## config.mk

```make
export PLATFORM = sky130hd
export DESIGN_NAME = least_squares_line_fit
export DESIGN_NICKNAME = d
export VERILOG_FILES = /design/src/rtl/lslf_pkg.sv /design/src/rtl/lslf_accum.sv /design/src/rtl/lslf_queue.sv /design/src/rtl/lslf_solve.sv /design/src/rtl/least_squares_line_fit.sv
export SDC_FILE = /design/constraint.sdc
export NUM_CORES = 2
export LEC_CHECK = 0
export BUFFER_PORTS_ARGS = -buffer_cell sky130_fd_sc_hd__buf_2
export CAP_MARGIN = 20
export CORE_MARGIN = 2
export CORE_UTILIZATION = 34
export DETAILED_ROUTE_END_ITERATION = 7
export PLACE_DENSITY = 0.54
export SLEW_MARGIN = 20
export SYNTH_ARGS = -nofsm -noshare
export SYNTH_HDL_FRONTEND = slang
export SYNTH_SLANG_ARGS = --single-unit
```

## constraint.sdc

```tcl
create_clock -name clk -period 12 [get_ports clk]
set_input_delay 2.4 -clock clk [delete_from_list [all_inputs] [get_ports clk]]
set_output_delay 2.4 -clock clk [all_outputs]
set_load 0.005 [all_outputs]
```

## src/rtl/lslf_pkg.sv

```systemverilog
`timescale 1ns / 1ps
// shared widths, types and status codes for the least-squares line fit
// no dependencies

package lslf_pkg;

  localparam int SAMPLE_W    = 16;
  localparam int SAMPLE_BITS = 16;
  localparam int MAX_POINTS  = 4096;
  localparam int FRAC_W      = 16;
  localparam int OUT_W       = 48;
  localparam int STATUS_W    = 2;
  localparam int QUEUE_DEPTH = 2;

  localparam int LOG_N  = $clog2(MAX_POINTS);
  localparam int CNT_W  = $clog2(MAX_POINTS + 1);
  localparam int SX_W   = SAMPLE_BITS + LOG_N;
  localparam int SXY_W  = 2 * SAMPLE_BITS + LOG_N;
  localparam int SXX_W  = 2 * SAMPLE_BITS - 1 + LOG_N;
  localparam int MAG_W  = 2 * SAMPLE_BITS - 1 + LOG_N;
  localparam int TERM_W = 3 * SAMPLE_BITS + 2 * LOG_N;
  localparam int DEN_W  = 2 * SAMPLE_BITS - 1 + 2 * LOG_N;
  localparam int NUM_W  = TERM_W - 1 + FRAC_W;
  localparam int STEP_W = $clog2(NUM_W);

  typedef logic        [CNT_W-1:0] cnt_t;
  typedef logic signed [SX_W-1:0]  sx_t;
  typedef logic signed [SXY_W-1:0] sxy_t;
  typedef logic        [SXX_W-1:0] sxx_t;

  typedef struct packed {
    cnt_t cnt;
    sx_t  sx;
    sx_t  sy;
    sxy_t sxy;
    sxx_t sxx;
    logic ovf;
  } snap_t;

  typedef enum logic [STATUS_W-1:0] {
    FIT_OK       = 2'd0,
    FIT_ZERO_VAR = 2'd1,
    FIT_OVERFLOW = 2'd2
  } fit_status_t;

endpackage

```

## src/rtl/lslf_accum.sv

```systemverilog
`timescale 1ns / 1ps
// front end: takes one point per cycle while the queue has room and keeps exact running sums
// depends on lslf_pkg; hands finished sets to lslf_queue

module lslf_accum (
  input  logic                          clk,
  input  logic                          rst_n,
  input  logic                          in_valid,
  output logic                          in_ready,
  input  logic [lslf_pkg::SAMPLE_W-1:0] in_x_value,
  input  logic [lslf_pkg::SAMPLE_W-1:0] in_y_value,
  input  logic                          in_last_point,
  input  logic                          q_ready,
  output logic                          q_push,
  output lslf_pkg::snap_t               q_wdata
);
  import lslf_pkg::*;

  typedef logic signed [SAMPLE_BITS-1:0]   smp_t;
  typedef logic signed [2*SAMPLE_BITS-1:0] smp_prod_t;

  cnt_t      cnt_r, cnt_nxt;
  sx_t       sx_r, sx_nxt;
  sx_t       sy_r, sy_nxt;
  sxy_t      sxy_r, sxy_nxt;
  sxx_t      sxx_r, sxx_nxt;
  logic      ovf_r, ovf_nxt;
  smp_t      x_s, y_s;
  smp_prod_t xy, xx;
  logic      take;
  logic      room;

  assign x_s  = $signed(SAMPLE_BITS'(in_x_value));
  assign y_s  = $signed(SAMPLE_BITS'(in_y_value));
  assign xy   = x_s * y_s;
  assign xx   = x_s * x_s;
  assign room = cnt_r < CNT_W'(MAX_POINTS);

  assign in_ready = q_ready;
  assign take     = in_valid && q_ready;
  assign q_push   = take && in_last_point;

  always_comb begin
    cnt_nxt = cnt_r;
    sx_nxt  = sx_r;
    sy_nxt  = sy_r;
    sxy_nxt = sxy_r;
    sxx_nxt = sxx_r;
    ovf_nxt = ovf_r;
    if (room) begin
      cnt_nxt = cnt_r + CNT_W'(1);
      sx_nxt  = sx_r + sx_t'(x_s);
      sy_nxt  = sy_r + sx_t'(y_s);
      sxy_nxt = sxy_r + sxy_t'(xy);
      sxx_nxt = sxx_r + sxx_t'(xx);
    end else begin
      ovf_nxt = 1'b1;
    end
  end

  always_comb begin
    q_wdata.cnt = cnt_nxt;
    q_wdata.sx  = sx_nxt;
    q_wdata.sy  = sy_nxt;
    q_wdata.sxy = sxy_nxt;
    q_wdata.sxx = sxx_nxt;
    q_wdata.ovf = ovf_nxt;
  end

  always_ff @(posedge clk) begin
    if (!rst_n) begin
      cnt_r <= '0;
      sx_r  <= '0;
      sy_r  <= '0;
      sxy_r <= '0;
      sxx_r <= '0;
      ovf_r <= 1'b0;
    end else if (take) begin
      if (in_last_point) begin
        cnt_r <= '0;
        sx_r  <= '0;
        sy_r  <= '0;
        sxy_r <= '0;
        sxx_r <= '0;
        ovf_r <= 1'b0;
      end else begin
        cnt_r <= cnt_nxt;
        sx_r  <= sx_nxt;
        sy_r  <= sy_nxt;
        sxy_r <= sxy_nxt;
        sxx_r <= sxx_nxt;
        ovf_r <= ovf_nxt;
      end
    end
  end

endmodule

```

## src/rtl/lslf_queue.sv

```systemverilog
`timescale 1ns / 1ps
// short queue of finished point sets between front and back end
// depends on lslf_pkg

module lslf_queue (
  input  logic            clk,
  input  logic            rst_n,
  input  logic            push,
  input  lslf_pkg::snap_t wdata,
  output logic            ready,
  input  logic            pop,
  output logic            valid,
  output lslf_pkg::snap_t rdata
);
  import lslf_pkg::*;

  localparam int PTR_W = (QUEUE_DEPTH > 1) ? $clog2(QUEUE_DEPTH) : 1;
  localparam int FILL_W = $clog2(QUEUE_DEPTH + 1);

  snap_t             mem_r [QUEUE_DEPTH];
  logic [PTR_W-1:0]  wr_ptr_r, rd_ptr_r;
  logic [FILL_W-1:0] fill_r;
  logic              do_push, do_pop;

  assign ready   = fill_r != FILL_W'(QUEUE_DEPTH);
  assign valid   = fill_r != '0;
  assign rdata   = mem_r[rd_ptr_r];
  assign do_push = push && ready;
  assign do_pop  = pop && valid;

  function automatic logic [PTR_W-1:0] ptr_inc(input logic [PTR_W-1:0] p);
    ptr_inc = (p == PTR_W'(QUEUE_DEPTH - 1)) ? '0 : p + PTR_W'(1);
  endfunction

  always_ff @(posedge clk) begin
    if (do_push) begin
      mem_r[wr_ptr_r] <= wdata;
    end
  end

  always_ff @(posedge clk) begin
    if (!rst_n) begin
      wr_ptr_r <= '0;
      rd_ptr_r <= '0;
      fill_r   <= '0;
    end else begin
      if (do_push) begin
        wr_ptr_r <= ptr_inc(wr_ptr_r);
      end
      if (do_pop) begin
        rd_ptr_r <= ptr_inc(rd_ptr_r);
      end
      if (do_push && !do_pop) begin
        fill_r <= fill_r + FILL_W'(1);
      end else if (do_pop && !do_push) begin
        fill_r <= fill_r - FILL_W'(1);
      end
    end
  end

endmodule

```

## src/rtl/lslf_solve.sv

```systemverilog
`timescale 1ns / 1ps
// back end: serial shift-add multiplier and restoring divider under one
// sequencer, forming slope and intercept from a set of sums; depends on lslf_pkg

module lslf_solve (
  input  logic                          clk,
  input  logic                          rst_n,
  input  logic                          q_valid,
  input  lslf_pkg::snap_t               q_data,
  output logic                          q_pop,
  output logic                          out_valid,
  input  logic                          out_ready,
  output logic [lslf_pkg::OUT_W-1:0]    out_slope,
  output logic [lslf_pkg::OUT_W-1:0]    out_intercept,
  output logic [lslf_pkg::STATUS_W-1:0] out_fit_status
);
  import lslf_pkg::*;

  typedef enum logic [7:0] {
    S_IDLE  = 8'b0000_0001,
    S_MLOAD = 8'b0000_0010,
    S_MUL   = 8'b0000_0100,
    S_MACC  = 8'b0000_1000,
    S_DLOAD = 8'b0001_0000,
    S_DIV   = 8'b0010_0000,
    S_DEND  = 8'b0100_0000,
    S_OUT   = 8'b1000_0000
  } state_t;

  typedef enum logic [2:0] {
    P_N_SXX  = 3'd0,
    P_SX_SX  = 3'd1,
    P_N_SXY  = 3'd2,
    P_SX_SY  = 3'd3,
    P_SXX_SY = 3'd4,
    P_SX_SXY = 3'd5
  } prod_sel_t;

  typedef logic signed [MAG_W:0]    opnd_t;
  typedef logic signed [TERM_W-1:0] term_t;

  state_t            state_r, state_nxt;
  snap_t             snap_r, snap_nxt;
  prod_sel_t         psel_r, psel_nxt;
  logic [STEP_W-1:0] step_r, step_nxt;
  logic [MAG_W-1:0]  mcand_r, mcand_nxt;
  logic [2*MAG_W-1:0] prod_r, prod_nxt;
  logic              pneg_r, pneg_nxt;
  term_t             acc_r, acc_nxt;
  term_t             sn_r, sn_nxt;
  logic [DEN_W-1:0]  den_r, den_nxt;
  logic              dsel_r, dsel_nxt;
  logic              dneg_r, dneg_nxt;
  logic [NUM_W-1:0]  dq_r, dq_nxt;
  logic [DEN_W-1:0]  rem_r, rem_nxt;
  logic [OUT_W-1:0]  slope_r, slope_nxt;
  logic [OUT_W-1:0]  icpt_r, icpt_nxt;
  fit_status_t       status_r, status_nxt;
  logic              out_valid_r, out_valid_nxt;
  logic [OUT_W-1:0]  out_slope_r, out_slope_nxt;
  logic [OUT_W-1:0]  out_icpt_r, out_icpt_nxt;
  fit_status_t       out_status_r, out_status_nxt;

  opnd_t             opa, opb;
  logic              op_sub;
  opnd_t             amag_s, bmag_s;
  logic [MAG_W:0]    madd;
  term_t             pmag, delta, acc_sum;
  term_t             num, nabs;
  logic [DEN_W:0]    trial;
  logic [DEN_W+1:0]  diff;
  logic              borrow;

  function automatic logic [OUT_W-1:0] q16_sat(input logic [NUM_W-1:0] q, input logic neg);
    logic             hi_nz;
    logic             is_min;
    logic [OUT_W-1:0] mag;
    hi_nz  = |q[NUM_W-1:OUT_W-1];
    is_min = q == (NUM_W'(1) << (OUT_W - 1));
    if (hi_nz && !(neg && is_min)) begin
      mag = neg ? (OUT_W'(1) << (OUT_W - 1)) : ~(OUT_W'(1) << (OUT_W - 1));
    end else begin
      mag = q[OUT_W-1:0];
    end
    q16_sat = neg ? (~mag + OUT_W'(1)) : mag;
  endfunction

  // operand pairs of the six products
  always_comb begin
    opa    = '0;
    opb    = '0;
    op_sub = 1'b0;
    case (psel_r)
      P_N_SXX: begin
        opa = opnd_t'(snap_r.cnt);
        opb = opnd_t'(snap_r.sxx);
      end
      P_SX_SX: begin
        opa    = opnd_t'($signed(snap_r.sx));
        opb    = opnd_t'($signed(snap_r.sx));
        op_sub = 1'b1;
      end
      P_N_SXY: begin
        opa = opnd_t'(snap_r.cnt);
        opb = opnd_t'($signed(snap_r.sxy));
      end
      P_SX_SY: begin
        opa    = opnd_t'($signed(snap_r.sx));
        opb    = opnd_t'($signed(snap_r.sy));
        op_sub = 1'b1;
      end
      P_SXX_SY: begin
        opa = opnd_t'(snap_r.sxx);
        opb = opnd_t'($signed(snap_r.sy));
      end
      P_SX_SXY: begin
        opa    = opnd_t'($signed(snap_r.sx));
        opb    = opnd_t'($signed(snap_r.sxy));
        op_sub = 1'b1;
      end
      default: begin
        opa = '0;
        opb = '0;
      end
    endcase
  end

  assign amag_s = opa[MAG_W] ? -opa : opa;
  assign bmag_s = opb[MAG_W] ? -opb : opb;

  assign madd = prod_r[0] ? ({1'b0, prod_r[2*MAG_W-1:MAG_W]} + {1'b0, mcand_r})
                          : {1'b0, prod_r[2*MAG_W-1:MAG_W]};

  assign pmag    = term_t'(prod_r[TERM_W-1:0]);
  assign delta   = (pneg_r ^ op_sub) ? -pmag : pmag;
  assign acc_sum = (op_sub ? acc_r : term_t'(0)) + delta;

  assign num  = dsel_r ? acc_r : sn_r;
  assign nabs = num[TERM_W-1] ? -num : num;

  assign trial  = {rem_r, dq_r[NUM_W-1]};
  assign diff   = {1'b0, trial} - {2'b00, den_r};
  assign borrow = diff[DEN_W+1];

  always_comb begin
    state_nxt      = state_r;
    snap_nxt       = snap_r;
    psel_nxt       = psel_r;
    step_nxt       = step_r;
    mcand_nxt      = mcand_r;
    prod_nxt       = prod_r;
    pneg_nxt       = pneg_r;
    acc_nxt        = acc_r;
    sn_nxt         = sn_r;
    den_nxt        = den_r;
    dsel_nxt       = dsel_r;
    dneg_nxt       = dneg_r;
    dq_nxt         = dq_r;
    rem_nxt        = rem_r;
    slope_nxt      = slope_r;
    icpt_nxt       = icpt_r;
    status_nxt     = status_r;
    out_valid_nxt  = out_valid_r && !out_ready;
    out_slope_nxt  = out_slope_r;
    out_icpt_nxt   = out_icpt_r;
    out_status_nxt = out_status_r;
    q_pop          = 1'b0;

    unique case (state_r)
      S_IDLE: begin
        if (q_valid) begin
          q_pop    = 1'b1;
          snap_nxt = q_data;
          if (q_data.ovf) begin
            slope_nxt  = '0;
            icpt_nxt   = '0;
            status_nxt = FIT_OVERFLOW;
            state_nxt  = S_OUT;
          end else begin
            psel_nxt  = P_N_SXX;
            state_nxt = S_MLOAD;
          end
        end
      end
      S_MLOAD: begin
        mcand_nxt = amag_s[MAG_W-1:0];
        prod_nxt  = {{MAG_W{1'b0}}, bmag_s[MAG_W-1:0]};
        pneg_nxt  = opa[MAG_W] ^ opb[MAG_W];
        step_nxt  = STEP_W'(MAG_W - 1);
        state_nxt = S_MUL;
      end
      S_MUL: begin
        prod_nxt = {madd, prod_r[MAG_W-1:1]};
        if (step_r == '0) begin
          state_nxt = S_MACC;
        end else begin
          step_nxt = step_r - STEP_W'(1);
        end
      end
      S_MACC: begin
        acc_nxt   = acc_sum;
        psel_nxt  = prod_sel_t'(psel_r + 3'd1);
        state_nxt = S_MLOAD;
        case (psel_r)
          P_SX_SX: begin
            den_nxt = acc_sum[DEN_W-1:0];
            if (acc_sum == '0) begin
              slope_nxt  = '0;
              icpt_nxt   = '0;
              status_nxt = FIT_ZERO_VAR;
              state_nxt  = S_OUT;
            end
          end
          P_SX_SY: begin
            sn_nxt = acc_sum;
          end
          P_SX_SXY: begin
            dsel_nxt  = 1'b0;
            state_nxt = S_DLOAD;
          end
          default: begin
            den_nxt = den_r;
          end
        endcase
      end
      S_DLOAD: begin
        dneg_nxt  = num[TERM_W-1];
        dq_nxt    = {nabs[TERM_W-2:0], {FRAC_W{1'b0}}};
        rem_nxt   = '0;
        step_nxt  = STEP_W'(NUM_W - 1);
        state_nxt = S_DIV;
      end
      S_DIV: begin
        rem_nxt = borrow ? trial[DEN_W-1:0] : diff[DEN_W-1:0];
        dq_nxt  = {dq_r[NUM_W-2:0], !borrow};
        if (step_r == '0) begin
          state_nxt = S_DEND;
        end else begin
          step_nxt = step_r - STEP_W'(1);
        end
      end
      S_DEND: begin
        if (!dsel_r) begin
          slope_nxt = q16_sat(dq_r, dneg_r);
          dsel_nxt  = 1'b1;
          state_nxt = S_DLOAD;
        end else begin
          icpt_nxt   = q16_sat(dq_r, dneg_r);
          status_nxt = FIT_OK;
          state_nxt  = S_OUT;
        end
      end
      S_OUT: begin
        if (!out_valid_r || out_ready) begin
          out_valid_nxt  = 1'b1;
          out_slope_nxt  = slope_r;
          out_icpt_nxt   = icpt_r;
          out_status_nxt = status_r;
          state_nxt      = S_IDLE;
        end
      end
      default: begin
        state_nxt = S_IDLE;
      end
    endcase
  end

  always_ff @(posedge clk) begin
    if (!rst_n) begin
      state_r     <= S_IDLE;
      out_valid_r <= 1'b0;
    end else begin
      state_r     <= state_nxt;
      out_valid_r <= out_valid_nxt;
    end
  end

  always_ff @(posedge clk) begin
    snap_r       <= snap_nxt;
    psel_r       <= psel_nxt;
    step_r       <= step_nxt;
    mcand_r      <= mcand_nxt;
    prod_r       <= prod_nxt;
    pneg_r       <= pneg_nxt;
    acc_r        <= acc_nxt;
    sn_r         <= sn_nxt;
    den_r        <= den_nxt;
    dsel_r       <= dsel_nxt;
    dneg_r       <= dneg_nxt;
    dq_r         <= dq_nxt;
    rem_r        <= rem_nxt;
    slope_r      <= slope_nxt;
    icpt_r       <= icpt_nxt;
    status_r     <= status_nxt;
    out_slope_r  <= out_slope_nxt;
    out_icpt_r   <= out_icpt_nxt;
    out_status_r <= out_status_nxt;
  end

  assign out_valid      = out_valid_r;
  assign out_slope      = out_slope_r;
  assign out_intercept  = out_icpt_r;
  assign out_fit_status = out_status_r;

endmodule

```

## src/rtl/least_squares_line_fit.sv

```systemverilog
`timescale 1ns / 1ps
// top level of the least-squares line fit: accumulator, set queue and solver
// depends on lslf_pkg, lslf_accum, lslf_queue, lslf_solve
//
//   channel  handshake             payload
//   in       in_valid / in_ready   in_x_value, in_y_value, in_last_point
//   out      out_valid / out_ready out_slope, out_intercept, out_fit_status
//
// points are taken one per cycle; the ready only drops while two finished
// sets already wait in the queue ahead of the solver
// the solver works on one set at a time, through the bit-serial multiplier
// and the one-bit-a-cycle divider; sets with zero x variance stop after the
// first two products, sets with too many points go straight to the output;
// a result waiting on out_ready holds the solver
// synchronous active-low reset clears the sums, queue and sequencer

module least_squares_line_fit (
  input  logic                          clk,
  input  logic                          rst_n,
  input  logic                          in_valid,
  output logic                          in_ready,
  input  logic [lslf_pkg::SAMPLE_W-1:0] in_x_value,
  input  logic [lslf_pkg::SAMPLE_W-1:0] in_y_value,
  input  logic                          in_last_point,
  output logic                          out_valid,
  input  logic                          out_ready,
  output logic [lslf_pkg::OUT_W-1:0]    out_slope,
  output logic [lslf_pkg::OUT_W-1:0]    out_intercept,
  output logic [lslf_pkg::STATUS_W-1:0] out_fit_status
);
  import lslf_pkg::*;

  logic  q_ready;
  logic  q_push;
  snap_t q_wdata;
  logic  q_valid;
  logic  q_pop;
  snap_t q_rdata;

  lslf_accum u_accum (
    .clk           (clk),
    .rst_n         (rst_n),
    .in_valid      (in_valid),
    .in_ready      (in_ready),
    .in_x_value    (in_x_value),
    .in_y_value    (in_y_value),
    .in_last_point (in_last_point),
    .q_ready       (q_ready),
    .q_push        (q_push),
    .q_wdata       (q_wdata)
  );

  lslf_queue u_queue (
    .clk   (clk),
    .rst_n (rst_n),
    .push  (q_push),
    .wdata (q_wdata),
    .ready (q_ready),
    .pop   (q_pop),
    .valid (q_valid),
    .rdata (q_rdata)
  );

  lslf_solve u_solve (
    .clk            (clk),
    .rst_n          (rst_n),
    .q_valid        (q_valid),
    .q_data         (q_rdata),
    .q_pop          (q_pop),
    .out_valid      (out_valid),
    .out_ready      (out_ready),
    .out_slope      (out_slope),
    .out_intercept  (out_intercept),
    .out_fit_status (out_fit_status)
  );

endmodule
```

# == After elaboration in Yosys (flattened, before gate mapping) ==
# Memories as Yosys holds them, arrays and structs flattened. A register that Yosys moved wholly into a read port is not among the register bits.
# Cells that the tools add are included.
# Widths: inputs -> output; s select.
# word_totals
register_bits,1005
latch_bits,0
ram_bits,314
mem_bits_ro,0
inputBits,37
output_inout_bits,100
mem_count,1
# classes
add_sub_neg,20
mul,2
div,0
order_cmp,1
n_eq_ne,27
shift,0
mux,76
bitwise,4
n_reduce_logical,43
# mem_list
name,words,word_bits,rd,rd_clocked_by_memory_dff,write_ports,line,rtl
u_queue.mem_r,2,157,1,1,1,lslf_queue.sv:20,snap_t mem_r [QUEUE_DEPTH];
# op_table
operator,count
$mux 48,14
$pmux 48 s3,2
$mux 72,3
$pmux 44 s4,1
$pmux 87 s2,1
$mux 43,4
$pmux 86 s2,1
$mux 44,3
$pmux 44 s3,1
$mux 28,4
$pmux 55 s2,1
$add 48x1->48 const B,2
$not 48->48,2
$eq 87x48->1 const B,1
$neg 43->43,2
$add 72x72->72,1
$logic_not 72->1,1
$neg 72->72,1
$mux 71,1
$neg 71->71,1
$mul 16x16->32,2
$pmux 8 s8,1
$sub 56x55->57,1
$add 28x16->28,2
50 further kinds,120

# == Depth between registers and ports, before layout ==
# depth
depth_word,12
mapped_depth,42
mapped_depth_nobuf,41

# == Hierarchy ==
# From an unflattened synthesis, not the netlist that was laid out.
# hier_totals
cells_unflattened,9007
area_unflattened_um2,93784.9
# by_module_without_submodules
mod,n_inst,cells_each,area_each_um2,seq_area_each_um2
lslf_solve,1,4626,48894.4,25254.2
lslf_accum,1,3869,33279.4,3143.0
lslf_queue,1,512,11611.1,9529.1

# == Worst setup path after synthesis ==
# OpenSTA, ideal clock, no wires.
# synth_path
path_type,input to register
from,input in_x_value[1] (netlist name)
to,memory u_queue.mem_r[0][42] (netlist name) (data pin)
setup_ns,0.275
t_arrival_ns,11.242
t_required_ns,11.725
path_slack_ns,0.482
cell_stages,35
path_cell_list,clkbuf_1 clkbuf_1 nand2_1 fa_1 fa_1 fa_1 inv_1 fa_1 fa_1 inv_1 fa_1 inv_1 ha_1 a21o_1 a21oi_1 o21ai_0 a21oi_1 o211ai_1 a31oi_1 o21ai_0 a2111oi_0 nor4b_1 o21ai_0 nand2b_1 xnor2_1 ha_1 nand3_1 a311oi_1 o41ai_1 o21bai_1 a21o_1 a221o_1 a21oi_1 xor2_1 o21ai_0
# synth_lines
item,line,rtl
from (decl),least_squares_line_fit.sv:22,"input logic [lslf_pkg::SAMPLE_W-1:0] in_x_value,"
to (decl),lslf_queue.sv:20,

==> impl_metrics.tcl <==
set metrics [dict create \
    postCtsHoldBufs 0 \
    fin_crit_sh_pct 93.2 \
    die_y_um 524 \
    slowest_delay_ns 0.54 \
    rows 190 \
    hold_start "u_solve.icpt_r[14]$_DFFE_PP_" \
    arrival_ns 11.70 \
    wl_per_cell_um 20.4 \
    path_class "in2reg" \
    ys_seq_area_share_pct 41.3 \
    slew_viol_final 0 \
    synth_top_area_share_pct 37.6 \
    cts-root-buf "clkbuf_16" \
    clock_path_buffers 3 \
    cts_resized 0 \
    cts_setup_buffers 0 \
    cp-start-kind "input pin" \
    route.detailed.drc 0 \
    min-delay-path-class "reg2reg" \
    fin_nets 9906 \
    synth_edf_count 1149 \
    syn_area_per_cell_um2 10.5 \
    area_growth_pct 11.0 \
    core_area_mm2 0.268 \
    synthCells 8720 \
    grt_pass1_wl_mm 393 \
    r2r_end "u_solve.icpt_r[13]$_DFFE_PP_" \
    antenna_left 0 \
    grt_pass1_vias 65400 \
    ys_top_cells_by_area "edfxtp_1 (38%), fa_1 (13%), ha_1 (6.8%)" \
    drt-total-wl_mm 254 \
    worst_slew_pin_slew_ns 1.23 \
    first_pass_iters 7 \
    overflow 0 \
    netlist_area_mm2 0.0918 \
    clk_pin_slew_worst_paths_ns 0.06 \
    cts_buffers 150 \
    finClkSkew_ns 0.0551 \
    fp.dieArea_mm2 0.274 \
    initial_core_util_pct 34.2 \
    port_buffers 136 \
    ys_types 97 \
    cts_num_sinks 1320 \
    holdPathStages 0 \
    grt_max_degree 126 \
    dr.first_iter.drc_count 4137 \
    cp.required_ns 12.52 \
    tritoncts "built" \
    antenna_found_initial 6 \
    crit_top_cell "fa_1" \
    crit_path_end_kind "flop" \
    cts_max_level 4 \
    fmax_mhz 89.4 \
    status "finished clean" \
    slew_headroom_pct 17.0 \
    rsz0062_at_grt "no" \
    place.gp.congestion 0.911 \
    drv_cap 0 \
    clock_latency_ns 0.84 \
    worstPathMaxFanout 14 \
    avgViaCountPerCell 5.18 \
    syn_nets 9837 \
    grt_usage_pct 18.4 \
    holdPathEnd "u_solve.out_intercept[14]$_DFFE_PP_" \
    place_hpwl_mm 193 \
    setup_total_negative_slack_ns 0 \
    synth_top_area_cell "edfxtp_1" \
    yosys_register_bits 1320 \
    synthArstFlopShare_pct 0 \
    finalHoldWorstSlack_ns 0.416 \
    cp_slowest_cell "fa_1" \
    regToRegStartpoint "u_solve.psel_r[0]$_SDFFCE_PN0P_" \
    vias 64500 \
    setup-violations-final 0 \
    die_x_um 524 \
    yosys_warnings 0 \
    rr_worst_depth 23 \
    min_period_ns 11.19 \
    io_pins 137 \
    synth_ff_type "edfxtp_1" \
    rrSetupSlack_ns 2.34 \
    finalHoldViolations 0 \
    drive_gt1_share_pct 8.75 \
]
## per-layer routing
layer | track usage (%) | routed length, µm | vias up
met5 | 0 | 25 | -
met1 | 24.9 | 116000 | 32000
li1 | - | - | 30900
met3 | 2.14 | 9570 | 331
met2 | 30.9 | 120000 | 1388
met4 | 5.39 | 7650 | 4
## cell families (layout without fill, tap and decap cells)
kind of cell	after synthesis	after routing	synth area share, %
other	0	4	0
xor gates and xnor gates	534	534	5.09
DFF	1320	1320	41.3
buffers and inverters	1190	1382	4.86
and+or+nand+nor	2391	2391	12.6
muxes	293	293	3.44
AOI/OAI and AO/OA	1912	1912	13.2
adders and majority gates	1080	1080	19.5
## placed cells by master, fill, tap and decap left out, types with 56 or more instances in the layout
master     instances
o21ai_0          540
nor2b_1          171
and2_1           257
nand2_1          867
nand2b_1          61
and3_1            68
a22oi_1          127
dfxtp_1          169
a21oi_1          490
clkbuf_16        151
mux2_2           179
inv_1            802
edfxtp_1        1149
ha_1             496
xor2_1           209
a21o_1           160
buf_4            155
nor3_1           139
o21bai_1          56
a211oi_1          62
nand3_1           99
nor2_1           450
buf_2            135
mux2i_1          113
xnor2_1          323
fa_1             583
## cell type report
class	instances	area [µm²]
repair buffers	294	1930
clock buffers	187	3950
fillers	26200	166000
flip-flops and latches	1320	37900
multi-input cells	6210	49600
diodes	4	10.0
well taps	3552	4440
clock inverters	88	1050
inverters	813	3060
## worst max-delay path by stage
stage                         startpoint                             end
final                      in_x_value[1]  u_queue.mem_r[1][42]$_DFFE_PP_
after floorplan            in_x_value[1]  u_queue.mem_r[0][42]$_DFFE_PP_
after detailed placement  in_x_value[12]  u_queue.mem_r[0][42]$_DFFE_PP_
after global routing       in_x_value[4]  u_accum.sxx_r[42]$_SDFFE_PN0P_
after global placement     in_x_value[1]  u_queue.mem_r[0][42]$_DFFE_PP_
after CTS                  in_x_value[1]  u_queue.mem_r[1][42]$_DFFE_PP_
## registers in the layout, summed over array words and instances (netlist names), 48 cells and up, named ones only
name and flops:
u_solve.slope_r 48, u_queue.mem_r 314, u_solve.den_r 55, u_solve.rem_r 55, u_solve.icpt_r 48, u_solve.acc_r 72
u_solve.sn_r 72, u_solve.out_intercept 48, u_solve.dq_r 87, u_solve.snap_r 156, u_solve.out_slope 48, u_solve.prod_r 86
## cell usage after synthesis (13+ instances only)
master,instances
nor2b_1,173
a22o_1,33
edfxtp_1,1149
o21bai_1,56
a211oi_1,62
dfxtp_1,171
nand3b_1,16
mux2i_1,114
buf_1,26
clkbuf_1,350
a21oi_1,491
fa_1,584
nor3_1,141
nand2_1,870
o21ai_0,540
a31oi_1,55
or2_2,25
or3_1,38
a221oi_1,23
a21boi_0,17
a2bb2oi_1,13
o21a_1,54
o41ai_1,18
inv_1,806
or4_1,21
xor2_1,209
nand3_1,99
mux2_2,179
a222oi_1,27
a22oi_1,127
a221o_1,20
nand4_1,55
nor4_1,49
o22a_1,19
a21o_1,161
nand2b_1,62
and3_1,70
o211ai_1,29
o31ai_1,42
nor2_1,452
xnor2_1,325
ha_1,496
and2_1,258
## critical path, delay by kind of cell
kind,cells,cell delay (ns)
compound gates,16,3.54
simple gates,5,0.75
buf+inv,9,1.30
xor+xnor,2,0.32
fa+ha+maj,8,3.40
## metrics by stage
step	instances	utilization (%)	area, µm²	setup WS [ns]
floorplan	8720	-	91800	0.482
global placement	12200	36.1	96900	0.200
detailed placement	12200	36.1	96900	0.102
CTS	12500	38.0	102000	0.943
global route	12500	38.0	102000	0.163
finish	12500	38.0	102000	0.811
Power is left out: the tool's default activity adds up to more than one toggle a clock period on the data nets, which glitch-free logic cannot reach.
